--- src/hw/rtl/lbdp_pkg.sv ---
package lbdp_pkg;

	localparam int unsigned SAMPLE_W = 12;
	localparam int unsigned TIME_W   = 32;
	localparam int unsigned PULSE_W  = 16;
	localparam int unsigned MASK_W   = 4;
	localparam int unsigned BTN_W    = 3;
	localparam int unsigned CFG_IDX_W  = 3;
	localparam int unsigned CFG_DATA_W = 16;
	localparam int unsigned IN_TDATA_W  = 48;
	localparam int unsigned OUT_TDATA_W = 8;

	typedef enum logic [BTN_W-1:0] {
		BTN_NONE   = 3'd0,
		BTN_MAIN   = 3'd1,
		BTN_CANCEL = 3'd2,
		BTN_RES    = 3'd3,
		BTN_SET    = 3'd4
	} btn_t;

	typedef enum logic [CFG_IDX_W-1:0] {
		REG_LVL_MAIN        = 3'd0,
		REG_LVL_CANCEL      = 3'd1,
		REG_LVL_RESUME      = 3'd2,
		REG_OPEN_MIN        = 3'd3,
		REG_PULSE_MAIN_MS   = 3'd4,
		REG_PULSE_CANCEL_MS = 3'd5,
		REG_PULSE_RES_MS    = 3'd6,
		REG_PULSE_SET_MS    = 3'd7
	} reg_idx_t;

	localparam logic [SAMPLE_W-1:0] RST_LVL_MAIN   = 12'd500;
	localparam logic [SAMPLE_W-1:0] RST_LVL_CANCEL = 12'd1500;
	localparam logic [SAMPLE_W-1:0] RST_LVL_RESUME = 12'd2500;
	localparam logic [SAMPLE_W-1:0] RST_OPEN_MIN   = 12'd3500;
	localparam logic [PULSE_W-1:0]  RST_PULSE_MS   = 16'd200;

	typedef struct packed {
		logic [SAMPLE_W-1:0] lvl_main;
		logic [SAMPLE_W-1:0] lvl_cancel;
		logic [SAMPLE_W-1:0] lvl_resume;
		logic [SAMPLE_W-1:0] open_min;
		logic [3:0][PULSE_W-1:0] pulse_ms;
	} cfg_t;

	typedef struct packed {
		btn_t              cand;
		logic [TIME_W-1:0] cand_target;
		btn_t              stable;
		btn_t              driving;
		logic [TIME_W-1:0] deadline;
		logic [MASK_W-1:0] drive_bits;
	} state_t;

endpackage

--- src/hw/rtl/ladder_button_debounce_pulse.sv ---
// Channel  Direction  Payload (lowest bit first)
// s_axis   in         tdata: adc_sample[11:0], now_ms[43:12], zero fill [47:44]
// m_axis   out        tdata: output_mask[3:0], confirmed_button[6:4], zero fill [7]
// cfg      in         cfg_we, cfg_index (register number), cfg_data
//
// One transfer is taken per cycle while m_axis does not stall; each input is held in
// the s1 register and its result in the s2 register, which drives m_axis.
// The classify, debounce and hold-time logic is combinational between them.
// A stall on m_axis holds the result and the input register; s_tready drops only
// when both are full. Reset clears all button state and loads the default registers.
module ladder_button_debounce_pulse #(
	parameter int unsigned DEBOUNCE_TIME_MS = 50
) (
	input  logic                                  clk,
	input  logic                                  arst_n,
	input  logic                                  s_tvalid,
	output logic                                  s_tready,
	input  logic [lbdp_pkg::IN_TDATA_W-1:0]       s_tdata,   // adc_sample, now_ms
	output logic                                  m_tvalid,
	input  logic                                  m_tready,
	output logic [lbdp_pkg::OUT_TDATA_W-1:0]      m_tdata,   // output_mask, confirmed_button
	input  logic                                  cfg_we,
	input  logic [lbdp_pkg::CFG_IDX_W-1:0]        cfg_index,
	input  logic [lbdp_pkg::CFG_DATA_W-1:0]       cfg_data
);
	import lbdp_pkg::*;

	cfg_t   cfg_q;
	state_t state_q;
	state_t state_next;

	logic                valid_s1;
	logic [SAMPLE_W-1:0] sample_s1;
	logic [TIME_W-1:0]   now_s1;
	logic                valid_s2;
	logic [MASK_W-1:0]   mask_s2;
	btn_t                btn_s2;
	logic                advance;

	assign advance  = valid_s1 && (!valid_s2 || m_tready);
	assign s_tready = !valid_s1 || advance;

	always_ff @(posedge clk or negedge arst_n) begin
		if (!arst_n) begin
			cfg_q.lvl_main   <= RST_LVL_MAIN;
			cfg_q.lvl_cancel <= RST_LVL_CANCEL;
			cfg_q.lvl_resume <= RST_LVL_RESUME;
			cfg_q.open_min   <= RST_OPEN_MIN;
			cfg_q.pulse_ms   <= {4{RST_PULSE_MS}};
		end else if (cfg_we) begin
			unique case (reg_idx_t'(cfg_index))
				REG_LVL_MAIN:        cfg_q.lvl_main    <= cfg_data[SAMPLE_W-1:0];
				REG_LVL_CANCEL:      cfg_q.lvl_cancel  <= cfg_data[SAMPLE_W-1:0];
				REG_LVL_RESUME:      cfg_q.lvl_resume  <= cfg_data[SAMPLE_W-1:0];
				REG_OPEN_MIN:        cfg_q.open_min    <= cfg_data[SAMPLE_W-1:0];
				REG_PULSE_MAIN_MS:   cfg_q.pulse_ms[0] <= cfg_data[PULSE_W-1:0];
				REG_PULSE_CANCEL_MS: cfg_q.pulse_ms[1] <= cfg_data[PULSE_W-1:0];
				REG_PULSE_RES_MS:    cfg_q.pulse_ms[2] <= cfg_data[PULSE_W-1:0];
				REG_PULSE_SET_MS:    cfg_q.pulse_ms[3] <= cfg_data[PULSE_W-1:0];
				default: ;
			endcase
		end
	end

	always_ff @(posedge clk or negedge arst_n) begin
		if (!arst_n) begin
			valid_s1 <= 1'b0;
		end else if (s_tready) begin
			valid_s1 <= s_tvalid;
		end
	end

	always_ff @(posedge clk) begin
		if (s_tready && s_tvalid) begin
			sample_s1 <= s_tdata[SAMPLE_W-1:0];
			now_s1    <= s_tdata[SAMPLE_W+TIME_W-1:SAMPLE_W];
		end
	end

	lbdp_step #(
		.DEBOUNCE_TIME_MS(DEBOUNCE_TIME_MS)
	) u_step (
		.cfg       (cfg_q),
		.state     (state_q),
		.adc_sample(sample_s1),
		.now_ms    (now_s1),
		.state_next(state_next)
	);

	always_ff @(posedge clk or negedge arst_n) begin
		if (!arst_n) begin
			state_q.cand        <= BTN_NONE;
			state_q.cand_target <= TIME_W'(DEBOUNCE_TIME_MS);
			state_q.stable      <= BTN_NONE;
			state_q.driving     <= BTN_NONE;
			state_q.deadline    <= '0;
			state_q.drive_bits  <= '0;
		end else if (advance) begin
			state_q <= state_next;
		end
	end

	always_ff @(posedge clk or negedge arst_n) begin
		if (!arst_n) begin
			valid_s2 <= 1'b0;
		end else if (advance) begin
			valid_s2 <= 1'b1;
		end else if (m_tready) begin
			valid_s2 <= 1'b0;
		end
	end

	always_ff @(posedge clk) begin
		if (advance) begin
			mask_s2 <= state_next.drive_bits;
			btn_s2  <= state_next.stable;
		end
	end

	assign m_tvalid = valid_s2;
	assign m_tdata  = {1'b0, btn_s2, mask_s2};

endmodule

--- src/hw/rtl/lbdp_step.sv ---
module lbdp_step #(
	parameter int unsigned DEBOUNCE_TIME_MS = 50
) (
	input  lbdp_pkg::cfg_t                       cfg,
	input  lbdp_pkg::state_t                     state,
	input  logic [lbdp_pkg::SAMPLE_W-1:0]        adc_sample,
	input  logic [lbdp_pkg::TIME_W-1:0]          now_ms,
	output lbdp_pkg::state_t                     state_next
);
	import lbdp_pkg::*;

	btn_t              raw;
	btn_t              stable_n;
	logic [TIME_W-1:0] target_diff;
	logic [TIME_W-1:0] hold_diff;
	logic [1:0]        k;

	always_comb begin
		if (adc_sample < cfg.lvl_main) begin
			raw = BTN_MAIN;
		end else if (adc_sample < cfg.lvl_cancel) begin
			raw = BTN_CANCEL;
		end else if (adc_sample < cfg.lvl_resume) begin
			raw = BTN_RES;
		end else if (adc_sample < cfg.open_min) begin
			raw = BTN_SET;
		end else begin
			raw = BTN_NONE;
		end
	end

	assign target_diff = now_ms - state.cand_target;
	assign hold_diff   = now_ms - state.deadline;
	assign k           = 2'(stable_n - 3'd1);

	always_comb begin
		state_next = state;
		stable_n   = state.stable;
		if (raw != state.cand) begin
			state_next.cand        = raw;
			state_next.cand_target = now_ms + TIME_W'(DEBOUNCE_TIME_MS);
		end else if (state.stable != state.cand && !target_diff[TIME_W-1]) begin
			stable_n = state.cand;
		end
		state_next.stable = stable_n;

		if (stable_n == BTN_NONE) begin
			if (state.driving != BTN_NONE && !hold_diff[TIME_W-1]) begin
				state_next.drive_bits = '0;
				state_next.driving    = BTN_NONE;
			end
		end else if (stable_n != state.driving) begin
			state_next.drive_bits = state.drive_bits | (MASK_W'(1) << k);
			state_next.driving    = stable_n;
			state_next.deadline   = now_ms + TIME_W'(cfg.pulse_ms[k]);
		end
	end

endmodule

--- config.mk ---
export PLATFORM = sky130hd
export DESIGN_NAME = ladder_button_debounce_pulse
export DESIGN_NICKNAME = d
export VERILOG_FILES = /design/src/hw/rtl/lbdp_pkg.sv /design/src/hw/rtl/ladder_button_debounce_pulse.sv /design/src/hw/rtl/lbdp_step.sv
export SDC_FILE = /design/constraint.sdc
export NUM_CORES = 1
export LEC_CHECK = 0
export ABC_AREA = 1
export BUFFER_PORTS_ARGS = -buffer_cell sky130_fd_sc_hd__buf_4
export CORE_ASPECT_RATIO = 0.6
export CORE_MARGIN = 2
export CORE_UTILIZATION = 30
export DETAILED_ROUTE_END_ITERATION = 8
export MAX_ROUTING_LAYER = met4
export PLACE_DENSITY = 0.42
export SLEW_MARGIN = 20
export SYNTH_ARGS = -nofsm -noshare
export SYNTH_HDL_FRONTEND = slang
export SYNTH_HIERARCHICAL = 1
export SYNTH_SLANG_ARGS = --single-unit
export TNS_END_PERCENT = 30
--- constraint.sdc ---
create_clock -name clk -period 13.6 [get_ports clk]
set_clock_uncertainty 0.05 [all_clocks]
set_input_delay 1.36 -clock clk [delete_from_list [all_inputs] [get_ports clk]]
set_output_delay 1.36 -clock clk [all_outputs]
set_load 0.01 [all_outputs]
Yosys cells after proc, flatten, opt, wreduce, memory -nomap -nowiden
Index checks and enable logic that the tools add are counted.
{"block": "totals", "out_inout_bits": 10, "reg_bits": 242, "inputBits": 72, "word_cells": 85}
{"block": "op_classes", "shift": 1, "eq_ne": 11, "bitwise_logic": 2, "n_reduce_logical": 26, "add_sub_neg": 5, "n_lt_le_gt_ge": 5, "n_mux": 15}
{"operator": "subtractor 32 bit", "count": 2}
{"operator": "< comparator 12 bit", "count": 4}
{"operator": "2-to-1 mux 39 bit", "count": 1}
{"operator": "adder 32 x 16 -> 32 bit", "count": 1}
{"operator": "adder 32 x 6 -> 32 bit (second input constant)", "count": 1}
{"operator": "binary-select mux 16 bit (select 2 bit)", "count": 1}
{"operator": "2-to-1 mux 3 bit", "count": 8}
{"operator": "AND reduction 2 bit", "count": 9}
{"operator": "2-to-1 mux 16 bit", "count": 1}
{"operator": "== test 3 bit (second input constant)", "count": 4}
{"operator": "!= test 3 bit", "count": 3}
{"operator": "2-to-1 mux 4 bit", "count": 2}
{"operator": "== test 3 x 2 -> 1 bit (second input constant)", "count": 2}
{"operator": "logical NOT 3 bit", "count": 2}
{"operator": "AND reduction 3 bit", "count": 2}
{"operator": "logical AND 1 bit", "count": 4}
{"operator": "logical NOT 1 bit", "count": 4}
{"operator": "bitwise OR 4 bit", "count": 1}
{"operator": "nonzero test 2 bit", "count": 2}
{"operator": "<< shifter 1 x 2 -> 4 bit (first input constant)", "count": 1}
{"operator": "== test 3 x 1 -> 1 bit (second input constant)", "count": 1}
{"operator": "< comparator 2 x 3 -> 1 bit (second input constant)", "count": 1}
{"operator": "nonzero test 3 bit", "count": 1}
{"operator": "logical OR 1 bit", "count": 2}
{"operator": "4 further kinds", "count": 5}

Logic depth before layout (Yosys ltp)
{"block": "logic_depth", "word_depth": 13, "depth_mapped": 43, "depth_no_buf": 41}

Modules after synthesis
The synthesis kept the hierarchy.
{"mod": "ladder_button_debounce_pulse", "cells_each": 907, "instances": 1, "seq_area_each_um2": 6361.1, "area_each_um2": 9101.2}
{"mod": "lbdp_step", "cells_each": 1093, "instances": 1, "seq_area_each_um2": 0.0, "area_each_um2": 6059.6}

Worst setup path after synthesis
OpenSTA, ideal clock, no wires.
{"block": "synth_path", "path_type": "register to register", "start": "register cfg_q[87] in the netlist's numbering", "end": "register state_q[32] in the netlist's numbering", "required_ns": 13.433, "setup_slack_ns": 8.050, "arrival_ns": 5.383, "synth_period_minus_slack_ns": 5.550, "setup_time_ns": 0.117, "path_stages_with_launch": 43, "cell_sequence": "dfstp_2 inv_1 ha_1 nand2_1 inv_1 nand2_1 nand2_1 a21oi_1 nand2_1 nand2_1 inv_2 nand2_1 nand2_1 nand2_1 nand3_2 buf_6 nand2_2 nand2_4 (+7 left out) ha_1 inv_1 fa_1 o21ai_0 nand3_1 nand2_1 nand2_1 nand2_1 nand3_1 o2111ai_1 nand2_1 nor2_1 nand2_1 xor2_1 nand3_1 nand2_1 nand3_1 nand2_1"}
{"element": "from (decl)", "line_no": "ladder_button_debounce_pulse.sv:28", "source": "cfg_t cfg_q;"}
{"element": "to (signal assigned)", "line_no": "ladder_button_debounce_pulse.sv:99", "source": "state_q <= state_next;"}
{"element": "to (decl)", "line_no": "ladder_button_debounce_pulse.sv:29", "source": "state_t state_q;"}

==> flow_summary.rst <==
.. list-table::
   :header-rows: 1

   * - Metric
     - Value
   * - TritonCTS sink count
     - 242
   * - Final setup fails
     - 0
   * - Outcome
     - complete, no violations
   * - Initial core utilization
     - 30.5%
   * - Most common cell in the netlist
     - nand2_1
   * - Die Footprint
     - 52400 um^2
   * - Biggest area contributors in the synthesized netlist
     - dfrtp_1, nand2_1, ha_1
   * - Critical Path Source Type
     - flop
   * - Setup WS pre-CTS
     - 5.29 ns
   * - Final min period
     - 8.26 ns
   * - Fraction of layout cells with a size suffix above 1
     - 10.4%
   * - Number of distinct standard cells referenced by the synthesized netlist
     - 43
   * - Num rows
     - 63
   * - RSZ-0062 raised after global routing
     - no
   * - GRT Resource Usage Total
     - 18.0%
   * - # diodes
     - 0
   * - I/O pin count
     - 82
   * - Max Fanout on Critical Path
     - 56
   * - Violation count after the first detailed-routing iteration
     - 822
   * - Leak pwr
     - 8.83 nW
   * - Share of flip-flops with an asynchronous set or reset
     - 78.9%
   * - Delay contributed by the slowest stage of the critical path
     - 0.53 ns
   * - Gate count after technology mapping
     - 2000
   * - Final hold violations
     - 0
   * - Via count of the first global-routing pass
     - 12100
   * - Dominant combinational cell family by area after synthesis
     - simple AND/OR/NAND/NOR gates
   * - Post_cts resized
     - 0
   * - Synth Register Bits
     - 242
   * - Leading cell types by count after synthesis
     - nand2_1, nand3_1, inv_1
   * - Worst min path class
     - flop to flop
   * - Vertical die dimension
     - 178 um
   * - Synthesized netlist net count
     - 2198
   * - Ys flop type
     - dfrtp_1
   * - Clock slew at the register clock pins of the worst setup and hold paths
     - 0.06 ns
   * - Routed wire length
     - 45000 um
   * - Max cap viols
     - 0
   * - Number of buffer cells added on primary ports
     - 76
   * - Sum Neg Setup Slack
     - 0 ns
   * - Drt pass-1 iters
     - 5
   * - Standard cell core area
     - 49700 um^2
   * - Worst slew margin
     - 35.3%
   * - DR vias/cell
     - 4.67
   * - Bufs on Longest Clock Path
     - 3
   * - Simple-gate share of the synthesized area
     - 30.1%
   * - Most used cell along the critical path
     - nand2_1
   * - Post-CTS setup-driven buffer insertion count
     - 0
   * - Proportion of synthesized area in mux cells
     - 0%
   * - Area share of the largest cell type after synthesis
     - 24.9%
   * - Via count
     - 12600
   * - Portion of the post-synthesis area used by sequential elements
     - 42.0%
   * - Total clock buffers created by CTS
     - 28
   * - Placer congestion estimate
     - 0.804
   * - Final Max Tran Viols
     - 0
   * - Clk Latency, worst-skew pair
     - 0.56 ns
   * - Final cell count without fillers
     - 2702
   * - Compound-Gate Fraction of Synth Area
     - 6.13%
   * - IR drop worst, VDD
     - 0.205 mV
   * - Count of flip-flops with a built-in enable after synthesis
     - 51
   * - Dominant cell type by area after synthesis
     - dfrtp_1
   * - Kind of critical path
     - flop to flop
   * - Root buffer cell
     - clkbuf_16
   * - Largest net degree at the start of global routing
     - 88
   * - Post-Synth XOR/XNOR Area
     - 3.41%
   * - Net total in the final layout
     - 2228
   * - DRC violations left
     - 0
   * - Critical path endpoint category
     - flop
   * - Post-route clock period utilization
     - 60.7%
   * - Highest clock frequency the design can meet
     - 0.121 GHz
   * - Instance count after placement with tap cells included
     - 2650
   * - Quantity of hold-fixing buffers added after cts
     - 0
   * - CP arrival
     - 8.71 ns
   * - Final worst-path setup slack
     - 5.34 ns
   * - First-pass GRT wire length
     - 71600 um
   * - Signed area change from the synthesized netlist to the final layout
     - 13.2%
   * - Post-synthesis adder-cell area fraction
     - 10.4%
   * - WL per Instance
     - 16.7 um
   * - Area of the mapped netlist
     - 15200 um^2
   * - CP Data Required Time
     - 14.05 ns
   * - Yosys warning total
     - 6
   * - Power consumption
     - 4.35 mW
   * - Pin slew with the least headroom to its limit
     - 0.970 ns
   * - PwrDens
     - 253 nW/um^2
   * - TritonCTS clock tree
     - built
   * - Htree depth
     - 1
   * - Post-route ant nets
     - 0
   * - Detailed placer's ending HPWL
     - 30100 um
   * - Post-synthesis average cell area
     - 7.58 um^2
   * - Total grt overflow
     - 0
   * - Initial antenna violation count
     - 0
   * - Die width
     - 294 um
   * - Crit-path slowest cell
     - dfstp_2
[power by group]
part	switching, mW	internal, mW	leakage, nW
Sequential	0.135	0.962	2.81
Clock	0.332	0.470	0.462
Combinational	1.60	0.852	5.55
[metrics by stage]
step	area (um^2)	hold WS, ns	utilization [%]
floorplan	15200	0.387	-
global placement	16200	0.399	32.7
detailed placement	16200	0.402	32.7
CTS	17200	0.413	34.6
global route	17200	0.428	34.6
finish	17200	0.411	34.6
[worst max-delay path, delay by kind of cell (launching register included)]
| kind | cells | cell delay (ns) |
|---|---|---|
| adders and majority gates | 4 | 1.39 |
| AOI/OAI and AO/OA | 4 | 1.07 |
| DFF | 1 | 0.53 |
| and+or+nand+nor | 25 | 3.13 |
| buffers and inverters | 7 | 1.82 |
| xor gates and xnor gates | 1 | 0.16 |
[path summary, 6_finish.rpt]
kind | from | end | slack (ns) | cells past startpoint
setup / recovery | cfg_q[98] | state_q[32] | 5.34 | 41
hold / removal | cfg_q[91] | cfg_q[91] | 0.41 | 2
setup reg to reg | cfg_q[98] | state_q[32] | 5.34 | 41
hold reg to reg | cfg_q[91] | cfg_q[91] | 0.41 | 2
max in group asynchronous | arst_n | state_q[67] | 10.70 | 3
min in group asynchronous | arst_n | cfg_q[49] | 0.81 | 1
[logic make-up (layout without fill, tap and decap cells)]
family | count (synthesis) | after routing
simple gates | 1110 | 1110
buf+inv | 290 | 342
flops | 242 | 242
compound gates | 172 | 172
fa+ha+maj | 126 | 126
xor+xnor | 59 | 59
other cells | 1 | 1
[final cells by class]
cell class                 instances  area, um^2
timing repair buffer              88         667
inverter                         202         758
clock inverter                    18         198
multi-input combinational       1468        7610
clock buffer                      34         754
sequential                       242        6360
tap                              650         813
fill                            5280       32500
[state kept, by name, summed over array words and instances, names as in the netlist]
| register | cells |
|---|---|
| cfg_q | 112 |
| state_q | 77 |
| now_s1 | 32 |
| sample_s1 | 12 |
| mask_s2 | 4 |
| btn_s2 | 3 |
| m_tvalid | 1 |
| valid_s1 | 1 |
[layer usage]
metal / global-route usage (%) / wire, um / vias to the layer above
li1: - / - / 6454
met1: 26.7 / 24100 / 5922
met2: 25.8 / 18200 / 211
met3: 3.38 / 2170 / 44
met4: 2.55 / 565 / 0
met5: - / 0 / -
[cells in the final DEF (no fill, tap or decap), types with 2 or more instances in the layout]
cell        instances
o2111ai_1           2
inv_2              12
nor2_1             84
a21o_1              5
inv_1             190
nor2_4              2
o22ai_1            20
xnor2_1            14
dfstp_2            40
clkbuf_8            2
dfrtp_1           150
nor3_1              8
bufinv_16           4
a31oi_1             2
clkbuf_16          29
buf_4              87
nor2_2             10
o21ai_1            11
nand2_2             6
nand3_2             2
o21bai_1            4
nand2_4             4
edfxtp_1           51
nand2_1           780
clkbuf_1            4
nand3_1           195
xor2_1             45
a21oi_1            61
clkinv_2            7
o21ai_0            63
clkinv_1            3
nand4_1            12
or2_2               2
o211ai_1            2
clkinvlp_4          3
ha_1              125
Note: power is estimated with default switching activity, not from simulation.
